===== src/hw/rtl/cau_div_cell.sv =====
// One cell of the divider chain: produces one quotient bit for both parts.
`default_nettype none
module cau_div_cell #(
    parameter int DW   = 65,
    parameter int QB   = 33,
    parameter int SIDE = 72
) (
    input  wire logic            clk,
    input  wire logic            rst_n,
    input  wire logic            en,
    input  wire logic            in_valid,
    input  wire logic [DW-1:0]   in_den,
    input  wire logic [DW-1:0]   in_rem_re,
    input  wire logic [DW-1:0]   in_rem_im,
    input  wire logic [QB-1:0]   in_nb_re,
    input  wire logic [QB-1:0]   in_nb_im,
    input  wire logic [QB-1:0]   in_q_re,
    input  wire logic [QB-1:0]   in_q_im,
    input  wire logic [SIDE-1:0] in_side,
    output logic                 out_valid,
    output logic [DW-1:0]        out_den,
    output logic [DW-1:0]        out_rem_re,
    output logic [DW-1:0]        out_rem_im,
    output logic [QB-1:0]        out_nb_re,
    output logic [QB-1:0]        out_nb_im,
    output logic [QB-1:0]        out_q_re,
    output logic [QB-1:0]        out_q_im,
    output logic [SIDE-1:0]      out_side
);
    logic [DW:0] tr_re, tr_im, dx;
    logic        ge_re, ge_im;

    // Bring down the next numerator bit and try the subtraction.
    assign dx    = {1'b0, in_den};
    assign tr_re = {in_rem_re, in_nb_re[QB-1]};
    assign tr_im = {in_rem_im, in_nb_im[QB-1]};
    assign ge_re = (tr_re >= dx);
    assign ge_im = (tr_im >= dx);

    always_ff @(posedge clk or negedge rst_n)
    begin
        if (!rst_n)
        begin
            out_valid <= 1'b0;
        end
        else if (en)
        begin
            out_valid <= in_valid;
        end
    end

    always_ff @(posedge clk)
    begin
        if (en)
        begin
            out_den    <= in_den;
            out_rem_re <= DW'(ge_re ? tr_re - dx : tr_re);
            out_rem_im <= DW'(ge_im ? tr_im - dx : tr_im);
            out_nb_re  <= {in_nb_re[QB-2:0], 1'b0};
            out_nb_im  <= {in_nb_im[QB-2:0], 1'b0};
            out_q_re   <= {in_q_re[QB-2:0], ge_re};
            out_q_im   <= {in_q_im[QB-2:0], ge_im};
            out_side   <= in_side;
        end
    end

endmodule
`default_nettype wire


===== config.mk =====
export PLATFORM = sky130hd
export DESIGN_NAME = cau_div_cell
export DESIGN_NICKNAME = d
export VERILOG_FILES = /design/src/hw/rtl/cau_div_cell.sv
export SDC_FILE = /design/constraint.sdc
export NUM_CORES = 1
export LEC_CHECK = 0
export BUFFER_PORTS_ARGS = -buffer_cell sky130_fd_sc_hd__buf_2
export CORE_AREA = 5 5 308 310
export DETAILED_ROUTE_END_ITERATION = 12
export DIE_AREA = 0 0 313 315
export GPL_TIMING_DRIVEN = 0
export HOLD_SLACK_MARGIN = 0.15
export PLACE_DENSITY = 0.43
export SLEW_MARGIN = 20
export SYNTH_ARGS = -nofsm -noshare
export SYNTH_HDL_FRONTEND = slang
export SYNTH_SLANG_ARGS = --single-unit

===== constraint.sdc =====
create_clock -name clk -period 0.89 [get_ports clk]
set_clock_uncertainty 0.15 [all_clocks]
set_input_delay 0 -clock clk [delete_from_list [all_inputs] [get_ports clk]]
set_output_delay 0 -clock clk [all_outputs]
set_load 0.05 [all_outputs]

==> results of run 1 <==
-- worst paths after layout --
path	startpoint	to	cells after the start
min in group asynchronous	rst_n	out_valid	3
worst max-delay path	in_den[19]	out_rem_re[27]	16
worst max register to register	out_valid	out_valid	1
max in group asynchronous	rst_n	out_valid	3
worst min-delay path	in_den[37]	out_den[37]	1
worst min register to register	out_valid	out_valid	1
-- routing by layer --
metal / vias to the layer above / GRT usage [%]
met2: 729 / 39.9
li1: 9586 / -
met4: 22 / 7.09
met5: - / 0
met3: 179 / 5.52
met1: 10300 / 23.7
-- kinds of logic (layout without fill, tap and decap cells) --
family / Yosys count / count (layout) / synth area share, %
adders and majority gates: 132 / 132 / 7.82
buffers and inverters: 185 / 1463 / 3.44
other: 1 / 18 / 0.0176
DFF: 398 / 398 / 56.0
and+or+nand+nor: 463 / 463 / 9.89
muxes: 25 / 25 / 1.31
xor gates and xnor gates: 121 / 121 / 4.97
AOI/OAI and AO/OA: 568 / 568 / 16.5
-- timing repair --
action,4_1_cts,5_1_grt
gates cloned,24,3
endpoints found under the setup margin,794,928
resized for setup,1102,214
pin swaps,82,42
hold buffers,290,19
setup buffers,50,23
hold endpoints to repair,693,535
-- cell usage in the layout, fill, tap and decap left out, types with 15 or more instances in the layout --
cell type / netlist / layout
dlygate4sd3_1: 0 / 306
nor2_1: 133 / 81
nor3_1: 28 / 20
o21bai_1: 34 / 34
a21o_1: 53 / 53
buf_2: 11 / 397
ha_1: 130 / 107
inv_1: 111 / 104
clkbuf_1: 56 / 29
ha_4: 0 / 15
a21oi_1: 215 / 159
buf_16: 0 / 18
nand2_2: 0 / 16
nand3_1: 23 / 21
xnor2_1: 73 / 73
mux2_2: 23 / 16
buf_4: 7 / 46
nand4_1: 43 / 43
nor2_4: 0 / 48
nand2_1: 171 / 148
a21oi_2: 3 / 48
clkbuf_16: 0 / 64
o21ai_1: 0 / 27
buf_6: 0 / 411
xor2_1: 48 / 48
edfxtp_1: 397 / 397
o21ai_0: 141 / 66
diode_2: 0 / 16
o21ai_2: 3 / 45
buf_12: 0 / 19
-- critical path, stage by stage --
cell and delay, ns:
buf_2 0.08, inv_1 0.10, ha_1 0.29, clkbuf_4 0.17, nand4_1 0.21, nor4_4 0.34, o211ai_1 0.24, nand3_2 0.17
a31oi_4 0.16, a21boi_4 0.33, a31o_4 0.21, nand2_2 0.06, o31ai_4 0.21, buf_12 0.20, buf_16 0.23, mux2_2 0.35
-- flip-flops by register name, summed over array words and instances, names as in the netlist, 32 cells and up --
register and count:
out_den 65, out_nb_im 32, out_nb_re 32, out_q_im 33
out_q_re 33, out_rem_im 65, out_rem_re 65, out_side 72
-- stage by stage --
step	std cells	setup WS, ns	cell area (um2)	hold slack [ns]
finish	4374	-2.31	37600	-0.598
CTS	4334	-2.36	36400	-0.649
detailed placement	3882	-4.22	27300	-0.374
floorplan	1894	-2.34	21700	-0.446
global route	4363	-2.37	37600	-0.647
global placement	3878	-6.90	27200	-0.373
-- area by class of cell --
type | count | area, um2 | area share [%]
Antenna cell | 16 | 40.0 | 0.107
Buffer | 59 | 641 | 1.70
Clock buffer | 57 | 1300 | 3.46
Clock inverter | 37 | 323 | 0.859
Inverter | 111 | 445 | 1.19
Multi-Input combinational cell | 1311 | 10300 | 27.5
Sequential cell | 398 | 11900 | 31.8
Tap cell | 1186 | 1480 | 3.95
Timing Repair Buffer | 1199 | 11100 | 29.5
-- power by group --
group	switching (mW)	internal (mW)	leakage, nW
Sequential	1.07	23.2	3.90
Combinational	16.1	10.2	10.8
Clock	8.92	11.7	0.790
Total	26.1	45.1	15.5
==> flow_summary.toml, run 1 <==
[routing]
top_layer = "met5"
drc = 0
wl_per_cell_um = 25.7
drt-total-wl_um = 112000
drt-initial-drc-count = 1398
wl_met1_um = 42100
vias_per_cell = 4.76
first_pass_iters = 7
wl_met3_um = 7220
dr_wl_met2_um = 58200
ant_nets = 0
via_count = 20800

[die]
start_util_pct = 23.3
fp.dieW_um = 313
ios = 803
die_area_um2 = 98600
coreArea_um2 = 91400
rows = 111
die_h_um = 315

[layout]
final_nets = 3666
syn2layout_area_growth_pct = 76.3
final_util_pct = 41.1
fillCellCount = 8732
drive_gt1_share_pct = 41.3

[yosys]
ys_seq_elements = 398
synth_ff_type = "edfxtp_1"
yosysTopAreaCell = "edfxtp_1"
synth_edf_count = 397
ys_async_sr_fraction_pct = 0.251
ys_seq_area_share_pct = 56.0
synthCells = 1893
syn_area_um2 = 21300
synth_top_area_share_pct = 55.9
synth_area_leaders = "edfxtp_1, ha_1, a21oi_1"
yosys.cell_count.top_type = "edfxtp_1"
synth.distinct_cells = 77
yosys_warnings = 0
yosys-top-cells-count = "edfxtp_1, a21oi_1, nand2_1, o21ai_0, nor2_1"
avgSynthCellArea_um2 = 11.3

[clocking]
cts_buffers = 51
htreeDepth = 2
root_buffer = "clkbuf_16"
cts_tree = "built"
insertion_delay_ns = 0.62
clock_path_buffers = 3
clock-sinks = 398
clk_pin_slew_ns = 0.06

[placed_design]
dpl.hpwl_um = 85700
numPortBuffers = 798
gp_congestion = 0.911

[status]
violations = "negative hold slack, negative setup slack"
status = "finished, violations left"

[worst_setup_path]
end_kind = "flop"
critPathMaxFanout = 8
crit_path_start_kind = "input port"
ff2ff_setup_slack_ns = -0.05
required_ns = 1.11
critical_path_class = "input port to flop"
arrival_ns = 3.42

[sta]
final.setup.tns_ns = -468.80
slew_headroom_pct = 49.4
fin_crit_sh_pct = 360
finalHoldViolations = 352
report.final.slew_viol_count = 0
hold_ws_ns = -0.598
tightest_slew_ns = 0.752
fmaxAchievable_ghz = 0.312
setup_ws_ns = -2.31
fin_crit_ns = 3.20
final-setup-viol-count = 582
rsz0062_at_grt = "yes"

[global_route]
grt_pass1_vias = 21300
grt_use_total_pct = 21.4
grt_max_degree = 70
overflow = 0
grt_pass1_wl_um = 154000
antenna_found_initial = 35

[pwr]
finalPower_mw = 71.2
power.density_nw_per_um2 = 1890
p_leak_nw = 15.5
irDropWorstVdd_mv = 1.41

[run]
maxCapViolations = 0

[hold_path]
min_path_type = "input port to flop"
Power figures use the tool's default switching activity.
==> run 2, diff against run 1 <==
--- a/config.mk
+++ b/config.mk
@@ -6,12 +6,14 @@
 export NUM_CORES = 1
 export LEC_CHECK = 0
 export BUFFER_PORTS_ARGS = -buffer_cell sky130_fd_sc_hd__buf_2
-export CORE_AREA = 5 5 308 310
+export CELL_PAD_IN_SITES_DETAIL_PLACEMENT = 1
+export CELL_PAD_IN_SITES_GLOBAL_PLACEMENT = 1
+export CORE_AREA = 5 5 306 308
 export DETAILED_ROUTE_END_ITERATION = 12
-export DIE_AREA = 0 0 313 315
+export DIE_AREA = 0 0 311 313
 export GPL_TIMING_DRIVEN = 0
 export HOLD_SLACK_MARGIN = 0.15
-export PLACE_DENSITY = 0.43
+export PLACE_DENSITY = 0.55
 export SLEW_MARGIN = 20
 export SYNTH_ARGS = -nofsm -noshare
 export SYNTH_HDL_FRONTEND = slang
==> run 2 against run 1 <==
Against the previous run:
- the flow still finishes with violations (negative hold slack, negative setup slack)
- setup slack worse by 0.089 ns
- final cell count rose by 0.75%
- global-route usage up 2.1 points
- total power rose by 2.0%
==> flow_summary.toml, run 2 (same netlist as run 1, synthesis figures left out) <==
[global_route]
grt_pass1_wl_um = 168000
grt_use_total_pct = 23.5
grt_max_degree = 98
grt_pass1_vias = 22600
antenna_found_initial = 44
overflow = 0

[hold_path]
min_path_type = "input port to flop"

[clocking]
htreeDepth = 2
clock_path_buffers = 3
clk_pin_slew_ns = 0.06
root_buffer = "clkbuf_16"
cts_buffers = 52
insertion_delay_ns = 0.62
cts_tree = "built"
clock-sinks = 398

[sta]
report.final.slew_viol_count = 0
final-setup-viol-count = 531
fmaxAchievable_ghz = 0.304
fin_crit_ns = 3.29
rsz0062_at_grt = "yes"
setup_ws_ns = -2.40
slew_headroom_pct = 49.2
fin_crit_sh_pct = 370
finalHoldViolations = 341
hold_ws_ns = -0.590
tightest_slew_ns = 0.755

[routing]
wl_per_cell_um = 27.6
drt-total-wl_um = 122000
via_count = 21000
ant_nets = 0
drc = 0
vias_per_cell = 4.76
drt-initial-drc-count = 1008
first_pass_iters = 5

[worst_setup_path]
required_ns = 1.12
cp_common_cell = "buf_12"
crit_path_start_kind = "input port"
critical_path_class = "input port to flop"
end_kind = "flop"
arrival_ns = 3.52
cp_cell_sequence = "buf_12, inv_12, ha_4, inv_2, fa_2, a21o_1, a221o_2, o211ai_1, nand3_2, a31oi_4, a21boi_4, a31o_4, nand2_4, o31ai_4, buf_12, clkbuf_16, mux2_4"
cp_slowest_stage_delay_ns = 0.41
critPathMaxFanout = 8
path_delay_family = "compound AO/OA/AOI/OAI gates"
crit_slowest_cell = "a221o_2"
critPathBufInv = 5

[layout]
final_common_cell = "buf_6"
fin_cells = 4407
ff_latch_area_um2 = 11900
final_cell_mix = "buf_6, buf_2, edfxtp_1"
final_nets = 3694
syn2layout_area_growth_pct = 78.1
fillCellCount = 9837
drive_gt1_share_pct = 42.0
largest_reg_flops = 72
top_register = "out_side"
multi_input_area_um2 = 10500

[pwr]
pwr-share-seq_pct = 33.4
pwr-share-comb_pct = 37.4
p_leak_nw = 15.7
power_frac_clock_pct = 29.2
p_sw_mw = 27.0
switching_share_pct = 37.1
irDropWorstVdd_mv = 1.44
power.density_nw_per_um2 = 1910
internal_power_mw = 45.7

[placed_design]
dp_cells = 3882
dpl_worst_slack_ns = -4.21
dpl.hpwl_um = 92200
gp_congestion = 0.920
numPortBuffers = 798

[die]
coreArea_um2 = 90800
die_area_um2 = 97300
fp.dieW_um = 311
ios = 803
rows = 111
start_util_pct = 23.5
die_h_um = 313

[run]
maxCapViolations = 0

[status]
violations = "negative hold slack, negative setup slack"
status = "finished, violations left"
## run 2: cell types whose count changed in the layout (fill, tap and decap cells not counted), moves of 7 or more
| cell | delta |
|---|---|
| nand2_4 | +10 |
| buf_4 | +9 |
| nor2_1 | +12 |
| clkbuf_1 | +10 |
| o21ai_1 | -11 |
| o21ai_4 | +11 |
| nand2_1 | -14 |
| buf_16 | -7 |
| nor2_4 | -14 |
| buf_12 | +11 |
| dlygate4sd3_1 | +9 |
| buf_6 | +10 |
## run 2: path summary, 6_finish.rpt
check | endpoint | startpoint | slack, ns | cells past startpoint
min reg2reg | out_valid | out_valid | 0.38 | 1
max | out_rem_re[63] | in_nb_re[32] | -2.40 | 17
min in group asynchronous | out_valid | rst_n | 0.06 | 3
max reg2reg | out_valid | out_valid | -0.03 | 1
min | out_den[1] | in_den[1] | -0.59 | 1
max in group asynchronous | out_valid | rst_n | 0.42 | 3
## run 2: area by class of cell
type	instances	share of cell area, %
Sequential cell	398	31.5
Timing Repair Buffer	1225	29.6
Multi-Input combinational cell	1311	27.6
Tap cell	1186	3.91
Clock buffer	64	3.54
Buffer	60	1.67
Inverter	111	1.19
Clock inverter	32	0.886
Antenna cell	20	0.132
## run 2: through the flow
stage | util (%) | cell area (um2) | total power [mW] | TNS, ns | hold WS [ns]
after floorplan | - | 21700 | 37.3 | -277.26 | -0.446
after global placement | 29.9 | 27200 | 44.3 | -3129.41 | -0.374
after detailed placement | 30.0 | 27300 | 44.3 | -764.03 | -0.371
after CTS | 40.2 | 36600 | 71.9 | -501.80 | -0.621
after global routing | 41.8 | 38000 | 75.5 | -493.53 | -0.626
final | 41.8 | 38000 | 72.6 | -468.76 | -0.590
## run 2: repair_timing
| action | 4_1_cts | 5_1_grt |
|---|---|---|
| endpoints found under the hold margin | 752 | 693 |
| hold buffers | 303 | 16 |
| gates resized for setup | 1102 | 272 |
| setup buffers | 58 | 36 |
| cloned | 17 | 4 |
| pin swaps | 74 | 72 |
| endpoints found under the setup margin | 614 | 570 |
## run 2: layer usage
metal,GRT usage (%),vias to the layer above,wire (um)
met5,0,-,204
met4,10.1,30,6140
met3,6.31,211,7560
met2,42.9,713,62200
met1,25.9,10400,45400
li1,-,9615,-
## run 2: power by group through the flow
stage | Sequential [mW] | Clock [mW] | Combinational (mW)
finish | 24.3 | 21.2 | 27.2
detailed placement | 24.1 | 0 | 20.2
floorplan | 31.0 | 0 | 6.28
global placement | 24.3 | 0 | 20.0
global route | 24.4 | 22.7 | 28.4
CTS | 24.2 | 21.7 | 25.9
==> run 3, diff against run 2 <==
--- a/config.mk
+++ b/config.mk
@@ -14,6 +14,7 @@
 export GPL_TIMING_DRIVEN = 0
 export HOLD_SLACK_MARGIN = 0.15
 export PLACE_DENSITY = 0.55
+export REMOVE_ABC_BUFFERS = 1
 export SLEW_MARGIN = 20
 export SYNTH_ARGS = -nofsm -noshare
 export SYNTH_HDL_FRONTEND = slang
==> run 3 against run 2 <==
Against the previous run:
- the run still ends with negative hold slack, negative setup slack left
- wire length fell by 1.5%
- combinational power barely moved
- hold slack got worse by 0.016 ns
- highest routed layer unchanged
==> flow_summary.toml, run 3 (same netlist as run 1, synthesis figures left out) <==
[die]
rows = 111
start_util_pct = 23.5
ios = 803
die_h_um = 313
coreArea_um2 = 90800
fp.dieW_um = 311
die_area_um2 = 97300

[clocking]
cts_buffers = 52
insertion_delay_ns = 0.63
root_buffer = "clkbuf_16"
cts_tree = "built"
clock_path_buffers = 3
clk_pin_slew_ns = 0.06
htreeDepth = 2
clock-sinks = 398

[pwr]
p_leak_nw = 15.7
irDropWorstVdd_mv = 1.37
power.density_nw_per_um2 = 1910

[sta]
fin_crit_ns = 3.35
rsz0062_at_grt = "yes"
finalHoldViolations = 373
tightest_slew_ns = 0.646
report.final.slew_viol_count = 0
fmaxAchievable_ghz = 0.299
setup_ws_ns = -2.46
final-setup-viol-count = 556
fin_crit_sh_pct = 376
hold_ws_ns = -0.606
slew_headroom_pct = 56.5

[layout]
largest_reg_flops = 72
final_cell_mix = "buf_6, edfxtp_1, buf_2"
final_nets = 3692
syn2layout_area_growth_pct = 79.2
finalInstanceArea_um2 = 38200
final_common_cell = "buf_6"
fin_cells = 4407
drive_gt1_share_pct = 44.2
fillCellCount = 9765
final_util_pct = 42.1
top_register = "out_side"

[placed_design]
dp_cells = 3822
numPortBuffers = 798
place_area_um2 = 26800
gp_congestion = 0.924
dpl.hpwl_um = 89200
dpl_worst_slack_ns = -4.62

[routing]
drt-total-wl_um = 120000
ant_nets = 0
first_pass_iters = 5
drc = 0
wl_per_cell_um = 27.2
drt-initial-drc-count = 998
via_count = 21100
vias_per_cell = 4.78

[worst_setup_path]
path_delay_family = "compound AO/OA/AOI/OAI gates"
cp_cell_sequence = "buf_12, inv_6, ha_4, inv_2, fa_2, a21o_1, a221o_2, o211ai_1, nand3_2, a31oi_4, a21boi_4, a31o_4, nand2_4, o31ai_4, buf_6, buf_12, buf_12, buf_12, nor2_4, a21oi_4"
arrival_ns = 3.58
critical_path_class = "input port to flop"
critPathMaxFanout = 8
required_ns = 1.12
crit_slowest_cell = "a221o_2"
crit_path_start_kind = "input port"
critPathBufInv = 7
cp_common_cell = "buf_12"
cp_slowest_stage_delay_ns = 0.44
end_kind = "flop"

[status]
violations = "negative hold slack, negative setup slack"
status = "finished, violations left"

[global_route]
grt_pass1_vias = 22500
overflow = 0
grt_max_degree = 99
grt_use_total_pct = 22.9
antenna_found_initial = 41
grt_pass1_wl_um = 164000

[hold_path]
min_path_type = "input port to flop"

[run]
maxCapViolations = 0
==> run 3: changes by cell type in the layout (fill, tap and decap cells not counted), sizes merged, moves of 2 or more <==
cell / delta
clkbuf: -33
buf: +52
clkinv: -3
diode: +2
dlygate4sd3: -14
clkinvlp: -3
==> run 3: worst paths after layout <==
check / startpoint / depth (start not counted) / end / slack [ns]
max: in_nb_re[32] / 20 / out_rem_re[21] / -2.46
min: in_den[1] / 1 / out_den[1] / -0.61
max reg2reg: out_valid / 1 / out_valid / -0.01
min reg2reg: out_valid / 1 / out_valid / 0.38
max in group asynchronous: rst_n / 3 / out_valid / 0.45
min in group asynchronous: rst_n / 3 / out_valid / 0.04
==> run 3: repair_timing <==
| item | 4_1_cts | 5_1_grt |
|---|---|---|
| setup buffers | 91 | 69 |
| hold buffers | 288 | 25 |
| setup endpoints to repair | 612 | 896 |
| gates cloned | 18 | 6 |
| pin swaps | 80 | 99 |
| hold endpoints to repair | 755 | 541 |
| resized for setup | 1213 | 262 |
==> run 3: per-layer routing <==
metal | GRT usage (%) | vias to the layer above | routed length [um]
met3 | 7.64 | 227 | 8430
met4 | 12.0 | 32 | 6960
li1 | - | 9636 | -
met2 | 41.2 | 694 | 60800
met1 | 23.8 | 10500 | 43200
met5 | 0 | - | 220
==> run 3: layout make-up <==
class                      instances  area (um2)  share of cell area (%)
sequential                       398       11900                    31.3
timing repair buffer            1283       11900                    31.2
multi-input combinational       1311       10700                    28.0
tap                             1186        1480                    3.88
clock buffer                      71        1420                    3.73
inverter                         111         428                    1.12
clock inverter                    25         277                   0.724
antenna                           22        55.1                   0.144
==> run 3: metrics by stage <==
| step | total power [mW] | setup TNS, ns | hold slack, ns |
|---|---|---|---|
| global placement | 43.8 | -3775.94 | -0.374 |
| global route | 76.0 | -507.40 | -0.644 |
| detailed placement | 43.8 | -772.61 | -0.371 |
| CTS | 72.4 | -645.34 | -0.658 |
| finish | 73.2 | -483.15 | -0.606 |
| floorplan | 36.9 | -661.01 | -0.446 |
==> run 3: power by group <==
group          switching [mW]  leakage [nW]  internal (mW)
sequential               1.09          3.90           23.2
clock                    9.18         0.813           12.4
combinational            16.6          11.0           10.7
total                    26.8          15.7           46.3
